$ cat src/hw/rtl/krt_pkg.sv
// Shared types and constants for the keyed record table.
package krt_pkg;

    localparam int TABLE_DEPTH_DEF = 64;

    // Request operation codes
    typedef enum logic [2:0] {
        OP_INSERT = 3'd0,
        OP_SEARCH = 3'd1,
        OP_UPDATE = 3'd2,
        OP_DELETE = 3'd3,
        OP_LIST   = 3'd4
    } t_op;

    // Result status codes
    typedef enum logic [1:0] {
        ST_OK    = 2'd0,
        ST_FULL  = 2'd1,
        ST_MISS  = 2'd2,
        ST_EMPTY = 2'd3
    } t_status;

    // One stored record
    typedef struct packed {
        logic signed [31:0] key;
        logic [63:0]        name;
        logic [7:0]         age;
        logic [15:0]        mark;
    } t_rec;

    localparam int REC_W = $bits(t_rec);

    // Result register load selector
    typedef enum logic [2:0] {
        LD_NONE   = 3'd0,
        LD_INSERT = 3'd1,
        LD_MATCH  = 3'd2,
        LD_UPDATE = 3'd3,
        LD_FULL   = 3'd4,
        LD_MISS   = 3'd5,
        LD_EMPTY  = 3'd6,
        LD_LIST   = 3'd7
    } t_ld;

    typedef enum logic [2:0] {
        S_IDLE,
        S_INS,
        S_SCAN,
        S_SHIFT,
        S_LIST,
        S_LIST_RD,
        S_LIST_LD,
        S_EMIT
    } t_state;

    // Controller to datapath
    typedef struct packed {
        logic take;        // latch request, rewind index
        logic step;        // issue read at index, advance
        logic shift_wr;    // write previous read one place down
        logic shift_start; // point index just past the match
        logic del_done;    // drop count, show result
        logic list_next;   // advance list index
        t_ld  ld;
    } t_cmd;

    // Datapath to controller
    typedef struct packed {
        logic full;
        logic empty;
        logic hit;
        logic scan_done;
        logic out_taken;
        logic last;
    } t_sts;

endpackage

$ cat src/hw/rtl/krt_ctrl.sv
// Sequencing state machine for the keyed record table.
module krt_ctrl
    import krt_pkg::*;
(
    input  logic       i_clk,
    input  logic       i_rst_n,
    input  logic       i_in_valid,
    input  logic [2:0] i_opcode,
    output logic       o_in_ready,
    input  t_sts       i_sts,
    output t_cmd       o_cmd
);

    t_state     r_state, n_state;
    logic [2:0] r_op;

    always_ff @(posedge i_clk) begin
        if (!i_rst_n) begin
            r_state <= S_IDLE;
            r_op    <= OP_INSERT;
        end else begin
            r_state <= n_state;
            if (r_state == S_IDLE && i_in_valid) begin
                r_op <= i_opcode;
            end
        end
    end

    // Next state
    always_comb begin
        n_state = r_state;
        case (r_state)
            S_IDLE: begin
                if (i_in_valid) begin
                    case (i_opcode)
                        OP_INSERT: n_state = S_INS;
                        OP_SEARCH: n_state = S_SCAN;
                        OP_UPDATE: n_state = S_SCAN;
                        OP_DELETE: n_state = S_SCAN;
                        OP_LIST:   n_state = S_LIST;
                        default:   n_state = S_IDLE;
                    endcase
                end
            end
            S_INS:  n_state = S_EMIT;
            S_SCAN: begin
                if (i_sts.hit) begin
                    n_state = (r_op == OP_DELETE) ? S_SHIFT : S_EMIT;
                end else if (i_sts.scan_done) begin
                    n_state = S_EMIT;
                end
            end
            S_SHIFT: begin
                if (i_sts.scan_done) begin
                    n_state = S_EMIT;
                end
            end
            S_LIST:    n_state = i_sts.empty ? S_EMIT : S_LIST_RD;
            S_LIST_RD: n_state = S_LIST_LD;
            S_LIST_LD: n_state = S_EMIT;
            S_EMIT: begin
                if (i_sts.out_taken) begin
                    n_state = i_sts.last ? S_IDLE : S_LIST_RD;
                end
            end
            default: n_state = S_IDLE;
        endcase
    end

    // Commands
    always_comb begin
        o_in_ready        = 1'b0;
        o_cmd.take        = 1'b0;
        o_cmd.step        = 1'b0;
        o_cmd.shift_wr    = 1'b0;
        o_cmd.shift_start = 1'b0;
        o_cmd.del_done    = 1'b0;
        o_cmd.list_next   = 1'b0;
        o_cmd.ld          = LD_NONE;
        case (r_state)
            S_IDLE: begin
                o_in_ready = 1'b1;
                o_cmd.take = i_in_valid;
            end
            S_INS: o_cmd.ld = i_sts.full ? LD_FULL : LD_INSERT;
            S_SCAN: begin
                if (i_sts.hit) begin
                    o_cmd.ld          = (r_op == OP_UPDATE) ? LD_UPDATE : LD_MATCH;
                    o_cmd.shift_start = (r_op == OP_DELETE);
                end else if (i_sts.scan_done) begin
                    o_cmd.ld = LD_MISS;
                end else begin
                    o_cmd.step = 1'b1;
                end
            end
            S_SHIFT: begin
                if (i_sts.scan_done) begin
                    o_cmd.del_done = 1'b1;
                end else begin
                    o_cmd.step     = 1'b1;
                    o_cmd.shift_wr = 1'b1;
                end
            end
            S_LIST: begin
                if (i_sts.empty) begin
                    o_cmd.ld = LD_EMPTY;
                end
            end
            S_LIST_RD: ;
            S_LIST_LD: o_cmd.ld = LD_LIST;
            S_EMIT:    o_cmd.list_next = i_sts.out_taken && !i_sts.last;
            default: ;
        endcase
    end

endmodule

$ cat config.mk
export PLATFORM = sky130hd
export DESIGN_NAME = krt_ctrl
export DESIGN_NICKNAME = d
export VERILOG_FILES = /design/src/hw/rtl/krt_pkg.sv /design/src/hw/rtl/krt_ctrl.sv
export SDC_FILE = /design/constraint.sdc
export NUM_CORES = 1
export LEC_CHECK = 0
export ABC_AREA = 1
export BUFFER_PORTS_ARGS = -buffer_cell sky130_fd_sc_hd__buf_2
export CAP_MARGIN = 20
export CORE_MARGIN = 2
export CORE_UTILIZATION = 38
export DETAILED_ROUTE_END_ITERATION = 12
export PLACE_DENSITY = 0.63
export SLEW_MARGIN = 20
export SYNTH_ARGS = -nofsm -noshare
export SYNTH_HDL_FRONTEND = slang
export SYNTH_SLANG_ARGS = --single-unit
$ cat constraint.sdc
create_clock -name i_clk -period 2.4 [get_ports i_clk]
set_input_delay 0.6 -clock i_clk [delete_from_list [all_inputs] [get_ports i_clk]]
set_output_delay 0.6 -clock i_clk [all_outputs]
set_load 0.1 [all_outputs]
==> results of run 1 <==
-- Yosys cell counts --
| cell type | count | area share (%) |
|---|---|---|
| sky130_fd_sc_hd__o22ai_1 | 1 | 1.3 |
| sky130_fd_sc_hd__nor2_2 | 1 | 1.3 |
| sky130_fd_sc_hd__nand2_1 | 13 | 9.8 |
| sky130_fd_sc_hd__inv_2 | 2 | 1.5 |
| sky130_fd_sc_hd__nand3_1 | 12 | 12 |
| sky130_fd_sc_hd__inv_4 | 1 | 1.3 |
| sky130_fd_sc_hd__nor2_1 | 15 | 11 |
| sky130_fd_sc_hd__inv_1 | 15 | 11 |
| sky130_fd_sc_hd__o21ai_1 | 1 | 1.0 |
| sky130_fd_sc_hd__nand2_4 | 2 | 4.5 |
| sky130_fd_sc_hd__nor3_1 | 2 | 2.0 |
| sky130_fd_sc_hd__o2111ai_1 | 1 | 1.8 |
| sky130_fd_sc_hd__nand3_2 | 2 | 4.0 |
| sky130_fd_sc_hd__a21oi_1 | 3 | 3.0 |
| sky130_fd_sc_hd__o21ai_0 | 5 | 5.0 |
| sky130_fd_sc_hd__nand4_1 | 2 | 2.5 |
| sky130_fd_sc_hd__or2_2 | 1 | 1.3 |
| sky130_fd_sc_hd__o211ai_1 | 1 | 1.5 |
| sky130_fd_sc_hd__dfxtp_1 | 6 | 24 |
-- sequential cells by signal (all words and copies together) (netlist names) --
signal	cells
r_state	3
r_op	3
-- repair_timing --
item	in CTS	in global routing
setup buffers	0	0
hold endpoints to repair	0	0
gates resized for setup	0	2
endpoints found under the setup margin	0	2
-- metal layers --
layer	GRT usage [%]	vias up	share of wire (%)	wire length, um
met5	0	-	0	0
met4	5.00	0	0.87	10
met3	5.00	2	5.6	64
met2	27.4	19	46	526
met1	18.9	256	47	541
li1	-	330	-	-
-- worst max-delay path, cell delays in order (launching register included) --
cell and delay, ns:
sky130_fd_sc_hd__dfxtp_1 0.45, sky130_fd_sc_hd__nand2_1 0.14, sky130_fd_sc_hd__nor2_2 0.18, sky130_fd_sc_hd__inv_1 0.08, sky130_fd_sc_hd__o21ai_1 0.11, sky130_fd_sc_hd__buf_2 0.43
-- cell families after synthesis --
| family | share of synthesized area (%) |
|---|---|
| simple gates | 48.5 |
| flops | 24.0 |
| buf+inv | 14.0 |
| compound gates | 13.5 |
-- metrics by stage --
stage                     util [%]  TNS (ns)
final                         52.8         0
after global routing          52.8         0
after CTS                     52.4         0
after detailed placement      50.6         0
after global placement        50.6         0
after floorplan                  -    -0.738
-- final timing paths --
path,from,endpoint,slack (ns),depth (start not counted)
setup / recovery,r_state[1],o_cmd[1],0.16,5
hold / removal,r_op[2],r_op[2],0.47,2
setup reg to reg,r_state[1],r_state[2],1.20,7
hold reg to reg,r_op[2],r_op[2],0.47,2
-- final cells by class --
| cell class | instances | area (um^2) | area share (%) |
|---|---|---|---|
| Clock buffer | 3 | 22.5 | 3.36 |
| Inverter | 18 | 70.1 | 10.5 |
| Multi-Input combinational cell | 62 | 328 | 49.0 |
| Sequential cell | 6 | 120 | 17.9 |
| Tap cell | 15 | 18.8 | 2.80 |
| Timing Repair Buffer | 21 | 110 | 16.4 |
==> metrics.cfg, run 1 <==
[outcome]
status=completed

[drt]
routed_wl_mm=1.14
routed-via-count=607
detailedRoute.firstIterationViolations=14
viasPerCell=4.86
wl_per_cell_um=9.14
drt_pre_antenna_iters=4
antenna_violating_nets_post_route=0
post-route-drc-count=0

[sta]
final.period_utilization_pct=93.2
timing.slew.headroom_pct=67.9
setup-violations-final=0
post-route-min-period_ns=2.24
layout_setup_ws_ns=0.163
fin_worst_skew_ns=0.00159
fin_worst_hold_slack_ns=0.470
timing_hold_violations_final=0
rsz_0062_raised_after_global_routing=no
maxClockFrequency_ghz=0.447
max_slew.worst_pin.slew_ns=0.485
report.final.slew_viol_count=0

[cts]
clk_root_buffer_cell=sky130_fd_sc_hd__clkbuf_4
numCtsBuffers=3
insertion_delay_ns=0.24
post_cts_hold_buffer_count=0
clk_pin_slew_worst_paths_ns=0.04
cts_max_path_buffers=2
cts-htree-levels=1
cts_tree=yes
tritoncts_num_sinks=6

[floorplanning]
die_area_um2=1620
y_dimension_of_the_die_um=40.3
placeableCoreArea_um2=1270
initial_core_util_pct=39.4
x_dimension_of_the_die_um=40.3
i_o_pin_count=22
floorplan.rows=13

[cells_and_area]
design.final.nets=124
post_layout_nonfiller_instances=125
postLayoutCellArea_um2=669
mostFrequentLayoutCell=sky130_fd_sc_hd__buf_2
layout.cells.most_common_list=sky130_fd_sc_hd__buf_2, sky130_fd_sc_hd__inv_1, sky130_fd_sc_hd__nand2_1, sky130_fd_sc_hd__nor2_1, sky130_fd_sc_hd__nand3_1
area.growth.synth_to_final_pct=33.8
n_fill_cell=141
antenna_cells=0
final_layout_size_suffix_gt1_share_pct=34.5

[yosys]
synthesis.area_um2=500
portion_of_the_post_synthesis_area_used_by_sequential_elements_pct=24.0
yosys.cell_types.count=19
ys_seq_elements=6
yosysWarningCount=0
synth.avg_cell_area_um2=5.82
post_synthesis_instance_total=86
postSynthNetCount=98

[placed_design]
cell_count_after_placement=122
gpl.final_weighted_congestion=0.749
place_worst_setup_slack_ns=0.340
dpl.hpwl_um=954
portBuffers=21
placed_instance_area_um2=642

[worst_hold_path]
min_path_type=reg -> reg

[setup_path]
endpoint_required_time_on_the_critical_path_ns=1.80
worst_setup_path_end_kind=primary output
setup.worst_path.class=reg -> out
path_max_fanout=8
critical_path_start_type=register
critPathArrivalTime_ns=1.64

[grt]
via_count_of_the_first_global_routing_pass=480
grt_util_all_layers_pct=16.0
maximum_number_of_pins_on_one_net_before_global_route_repair=9
first_pass_grt_wire_length_mm=1.75
grt_overflow=0
antenna_found_initial=0

[job]
cap_violations=0

Power of run 1 is not shown: default switching activity piles up to over one toggle a cycle in this logic, so the estimate is an artifact.
==> run 2, diff against run 1 <==
--- a/config.mk
+++ b/config.mk
@@ -11,6 +11,7 @@
 export CORE_MARGIN = 2
 export CORE_UTILIZATION = 38
 export DETAILED_ROUTE_END_ITERATION = 12
+export GPL_TIMING_DRIVEN = 0
 export PLACE_DENSITY = 0.63
 export SLEW_MARGIN = 20
 export SYNTH_ARGS = -nofsm -noshare
==> metrics.cfg, run 2 (synthesis results as in run 1) <==
[outcome]
status=completed

[cells_and_area]
final_layout_size_suffix_gt1_share_pct=34.5
layout.cells.most_common_list=sky130_fd_sc_hd__buf_2, sky130_fd_sc_hd__inv_1, sky130_fd_sc_hd__nand2_1, sky130_fd_sc_hd__nor2_1, sky130_fd_sc_hd__nand3_1
design.final.nets=124
antenna_cells=0
mostFrequentLayoutCell=sky130_fd_sc_hd__buf_2
area.growth.synth_to_final_pct=33.8
layout_top_registers=r_op x3, r_state x3
n_fill_cell=136

[setup_path]
setup.reg_to_reg.worst_slack_ns=1.20
critical_path.n_buffers_inverters=2
crit_path_start=r_state[1]
setup.worst_path.class=reg -> out
critical-path-top-delay-family=buffers and inverters
crit_path_max_incr_delay_ns=0.44
reg2reg_from=r_state[2]
endpoint_required_time_on_the_critical_path_ns=1.80
critical_path.cell_chain=nand2_1, nor2_2, inv_1, o21ai_1, buf_2
critPathArrivalTime_ns=1.62
critical_path_start_type=register
worst_setup_path_end_kind=primary output
path_max_fanout=8
timing.critical_path.slowest_stage_cell=sky130_fd_sc_hd__dfxtp_1

[drt]
routed-via-count=619
viasPerCell=4.95
routed_wl_mm=1.18
drt_pre_antenna_iters=4
post-route-drc-count=0
antenna_violating_nets_post_route=0
wl_per_cell_um=9.41
detailedRoute.firstIterationViolations=13

[cts]
cts_setup_buffers=0
cts-htree-levels=1
cts_tree=yes
tritoncts_num_sinks=6
clk_root_buffer_cell=sky130_fd_sc_hd__clkbuf_4
cts_max_path_buffers=2
clk_pin_slew_worst_paths_ns=0.04
insertion_delay_ns=0.24
numCtsBuffers=3

[placed_design]
dpl.hpwl_um=977
gpl.final_weighted_congestion=0.764
portBuffers=21

[grt]
grt_util_all_layers_pct=16.8
grt_overflow=0
first_pass_grt_wire_length_mm=1.75
via_count_of_the_first_global_routing_pass=450
antenna_found_initial=0
maximum_number_of_pins_on_one_net_before_global_route_repair=9

[job]
cap_violations=0

[floorplanning]
y_dimension_of_the_die_um=40.3
die_area_um2=1620
i_o_pin_count=22
x_dimension_of_the_die_um=40.3
initial_core_util_pct=39.4
placeableCoreArea_um2=1270
floorplan.rows=13

[sta]
final.period_utilization_pct=92.7
fin_worst_skew_ns=0.00157
timing.slew.headroom_pct=68.0
rsz_0062_raised_after_global_routing=no
timing_hold_violations_final=0
max_slew.worst_pin.slew_ns=0.483
final.setup.tns_ns=0
post-route-min-period_ns=2.22
report.final.slew_viol_count=0
maxClockFrequency_ghz=0.450
setup-violations-final=0

[worst_hold_path]
hp-start=r_op[2]
min_path_type=reg -> reg

run 2: cell counts in the layout (fill, tap and decap cells not counted):
No cell type changed its count.
run 2: final cells by class:
| class | count | area [um^2] | area share (%) |
|---|---|---|---|
| clock buffers | 3 | 22.5 | 3.36 |
| inverters | 18 | 70.1 | 10.5 |
| multi-input cells | 62 | 328 | 49.0 |
| flip-flops and latches | 6 | 120 | 17.9 |
| well taps | 15 | 18.8 | 2.80 |
| repair buffers | 21 | 110 | 16.4 |
run 2: worst paths after layout:
kind / end / cells after the start
max: o_cmd[1] / 5
min: r_op[2] / 2
max reg2reg: r_op[2] / 6
min reg2reg: r_op[2] / 2
run 2: worst register-to-register path, stage by stage (launching register included):
cell	delay, ns
sky130_fd_sc_hd__dfxtp_1	0.36
sky130_fd_sc_hd__inv_1	0.16
sky130_fd_sc_hd__nand3_2	0.14
sky130_fd_sc_hd__inv_4	0.12
sky130_fd_sc_hd__nand2_4	0.07
sky130_fd_sc_hd__o21ai_0	0.18
sky130_fd_sc_hd__a21oi_1	0.06
run 2: metrics by stage:
stage / utilization [%] / area [um^2] / instances / worst slack, ns / hold WS [ns]
2_1_floorplan: - / 518 / 86 / -0.278 / 0.443
3_3_place_gp: 50.6 / 642 / 122 / 0.339 / 0.461
3_5_place_dp: 50.6 / 642 / 122 / 0.328 / 0.464
4_1_cts: 52.4 / 664 / 125 / 0.110 / 0.470
5_1_grt: 52.8 / 669 / 125 / 0.0497 / 0.490
6_report: 52.8 / 669 / 125 / 0.175 / 0.472
run 2: what timing repair did:
| item | 4_1_cts | 5_1_grt |
|---|---|---|
| setup endpoints to repair | 0 | 2 |
| hold buffers | 0 | 0 |
| gates resized for setup | 0 | 2 |
| hold endpoints to repair | 0 | 0 |
run 2: routing by layer:
metal | GRT usage (%) | wire length [um] | up-vias | part of all wire, %
li1 | - | - | 329 | -
met3 | 6.67 | 60 | 2 | 5.1
met2 | 26.2 | 539 | 17 | 46
met5 | 0 | 0 | - | 0
met4 | 7.50 | 7 | 0 | 0.60
met1 | 20.1 | 569 | 271 | 48
Power of run 2 is left out for the same reason.
==> run 3, diff against run 2 <==
--- a/config.mk
+++ b/config.mk
@@ -13,6 +13,7 @@
 export DETAILED_ROUTE_END_ITERATION = 12
 export GPL_TIMING_DRIVEN = 0
 export PLACE_DENSITY = 0.63
+export RECOVER_POWER = 100
 export SLEW_MARGIN = 20
 export SYNTH_ARGS = -nofsm -noshare
 export SYNTH_HDL_FRONTEND = slang
==> metrics.cfg, run 3 (synthesis results as in run 1) <==
[outcome]
status=completed

[floorplanning]
i_o_pin_count=22
initial_core_util_pct=39.4
x_dimension_of_the_die_um=40.3
y_dimension_of_the_die_um=40.3
placeableCoreArea_um2=1270
die_area_um2=1620
floorplan.rows=13

[setup_path]
crit-reg2reg-capture=r_state[0]
critical_path_start_type=register
critPathArrivalTime_ns=1.63
setup.worst_path.class=reg -> out
reg2reg_depth=7
setup.reg_to_reg.worst_slack_ns=1.10
reg2reg_from=r_state[2]
worst_setup_path_end_kind=primary output
path_max_fanout=8
endpoint_required_time_on_the_critical_path_ns=1.80

[sta]
max_slew.worst_pin.slew_ns=0.539
timing.slew.headroom_pct=64.2
maxClockFrequency_ghz=0.449
fin_worst_skew_ns=0.00149
report.final.slew_viol_count=0
fin_worst_hold_slack_ns=0.471
timing_hold_violations_final=0
final.period_utilization_pct=92.8
post-route-min-period_ns=2.23
rsz_0062_raised_after_global_routing=no
setup-violations-final=0

[cts]
numCtsBuffers=3
tritoncts_num_sinks=6
cts_tree=yes
clk_root_buffer_cell=sky130_fd_sc_hd__clkbuf_4
cts_max_path_buffers=2
insertion_delay_ns=0.24
clk_pin_slew_worst_paths_ns=0.04
post_cts_hold_buffer_count=0
cts-htree-levels=1
cts_setup_buffers=0

[placed_design]
gpl.final_weighted_congestion=0.764
portBuffers=21
dpl.hpwl_um=977

[drt]
detailedRoute.firstIterationViolations=13
routed_wl_mm=1.17
routed-via-count=630
wl_per_cell_um=9.33
viasPerCell=5.04
antenna_violating_nets_post_route=0
drt_pre_antenna_iters=4
post-route-drc-count=0

[grt]
first_pass_grt_wire_length_mm=1.75
maximum_number_of_pins_on_one_net_before_global_route_repair=9
grt_util_all_layers_pct=16.8
antenna_found_initial=0
via_count_of_the_first_global_routing_pass=450
grt_overflow=0

[cells_and_area]
final_layout_size_suffix_gt1_share_pct=32.7
design.final.nets=124
n_fill_cell=137
layout_top_registers=r_op x3, r_state x3
antenna_cells=0
area.growth.synth_to_final_pct=31.3
layout.cells.most_common_list=sky130_fd_sc_hd__inv_1, sky130_fd_sc_hd__nand2_1, sky130_fd_sc_hd__nand3_1, sky130_fd_sc_hd__nor2_1, sky130_fd_sc_hd__buf_2

[worst_hold_path]
min_path_type=reg -> reg
hp-start=r_op[2]
min_path_cells=2
worst_hold_path.endpoint=r_op[2]

[job]
cap_violations=0

==> run 3: cell types whose count changed in the layout (fill, tap and decap cells not counted), sizes merged <==
cell | previous run | this run
buf | 19 | 12
clkbuf | 5 | 12
==> run 3: cell type report <==
type                            instances  area [um^2]  area share [%]
Clock buffer                            3         22.5            3.43
Inverter                               18         70.1            10.7
Multi-Input combinational cell         62          315            48.0
Sequential cell                         6          120            18.3
Tap cell                               15         18.8            2.86
Timing Repair Buffer                   21          110            16.8
==> run 3: stage by stage <==
stage / TNS (ns) / utilization [%] / instances / area, um^2 / worst slack [ns]
detailed placement: 0 / 50.6 / 122 / 642 / 0.328
finish: 0 / 51.8 / 125 / 657 / 0.172
global route: 0 / 51.8 / 125 / 657 / 0.0339
floorplan: -0.738 / - / 86 / 518 / -0.278
global placement: 0 / 50.6 / 122 / 642 / 0.339
CTS: 0 / 52.4 / 125 / 664 / 0.110
==> run 3: critical path, stage by stage (launching register included) <==
cell                      delay [ns]
sky130_fd_sc_hd__dfxtp_1        0.44
sky130_fd_sc_hd__nand2_1        0.14
sky130_fd_sc_hd__nor2_2         0.18
sky130_fd_sc_hd__inv_1          0.08
sky130_fd_sc_hd__o21ai_1        0.12
sky130_fd_sc_hd__buf_2          0.44
==> run 3: worst max path at each step <==
| stage | startpoint | to | slack [ns] | cells past startpoint |
|---|---|---|---|---|
| global route | r_state[1] | o_cmd[5] | 0.03 | 5 |
| floorplan | r_state[1] | o_cmd[1] | -0.28 | 4 |
| CTS | r_state[1] | o_cmd[2] | 0.11 | 5 |
| finish | r_state[1] | o_cmd[1] | 0.17 | 5 |
| global placement | i_sts[3] | o_cmd[2] | 0.34 | 5 |
| detailed placement | i_sts[3] | o_cmd[2] | 0.33 | 5 |
==> run 3: timing repair <==
action,4_1_cts,5_1_grt
endpoints found under the setup margin,0,2
resized for setup,0,2
endpoints found under the hold margin,0,0
==> run 3: routing by layer <==
layer	share of wire (%)	wire, um	track usage, %	vias to the layer above
li1	-	-	-	329
met1	46	531	20.1	276
met2	46	534	26.2	23
met3	7.9	92	6.67	2
met4	0.60	7	7.50	0
met5	0	0	0	-
Power of run 3 is left out for the same reason.
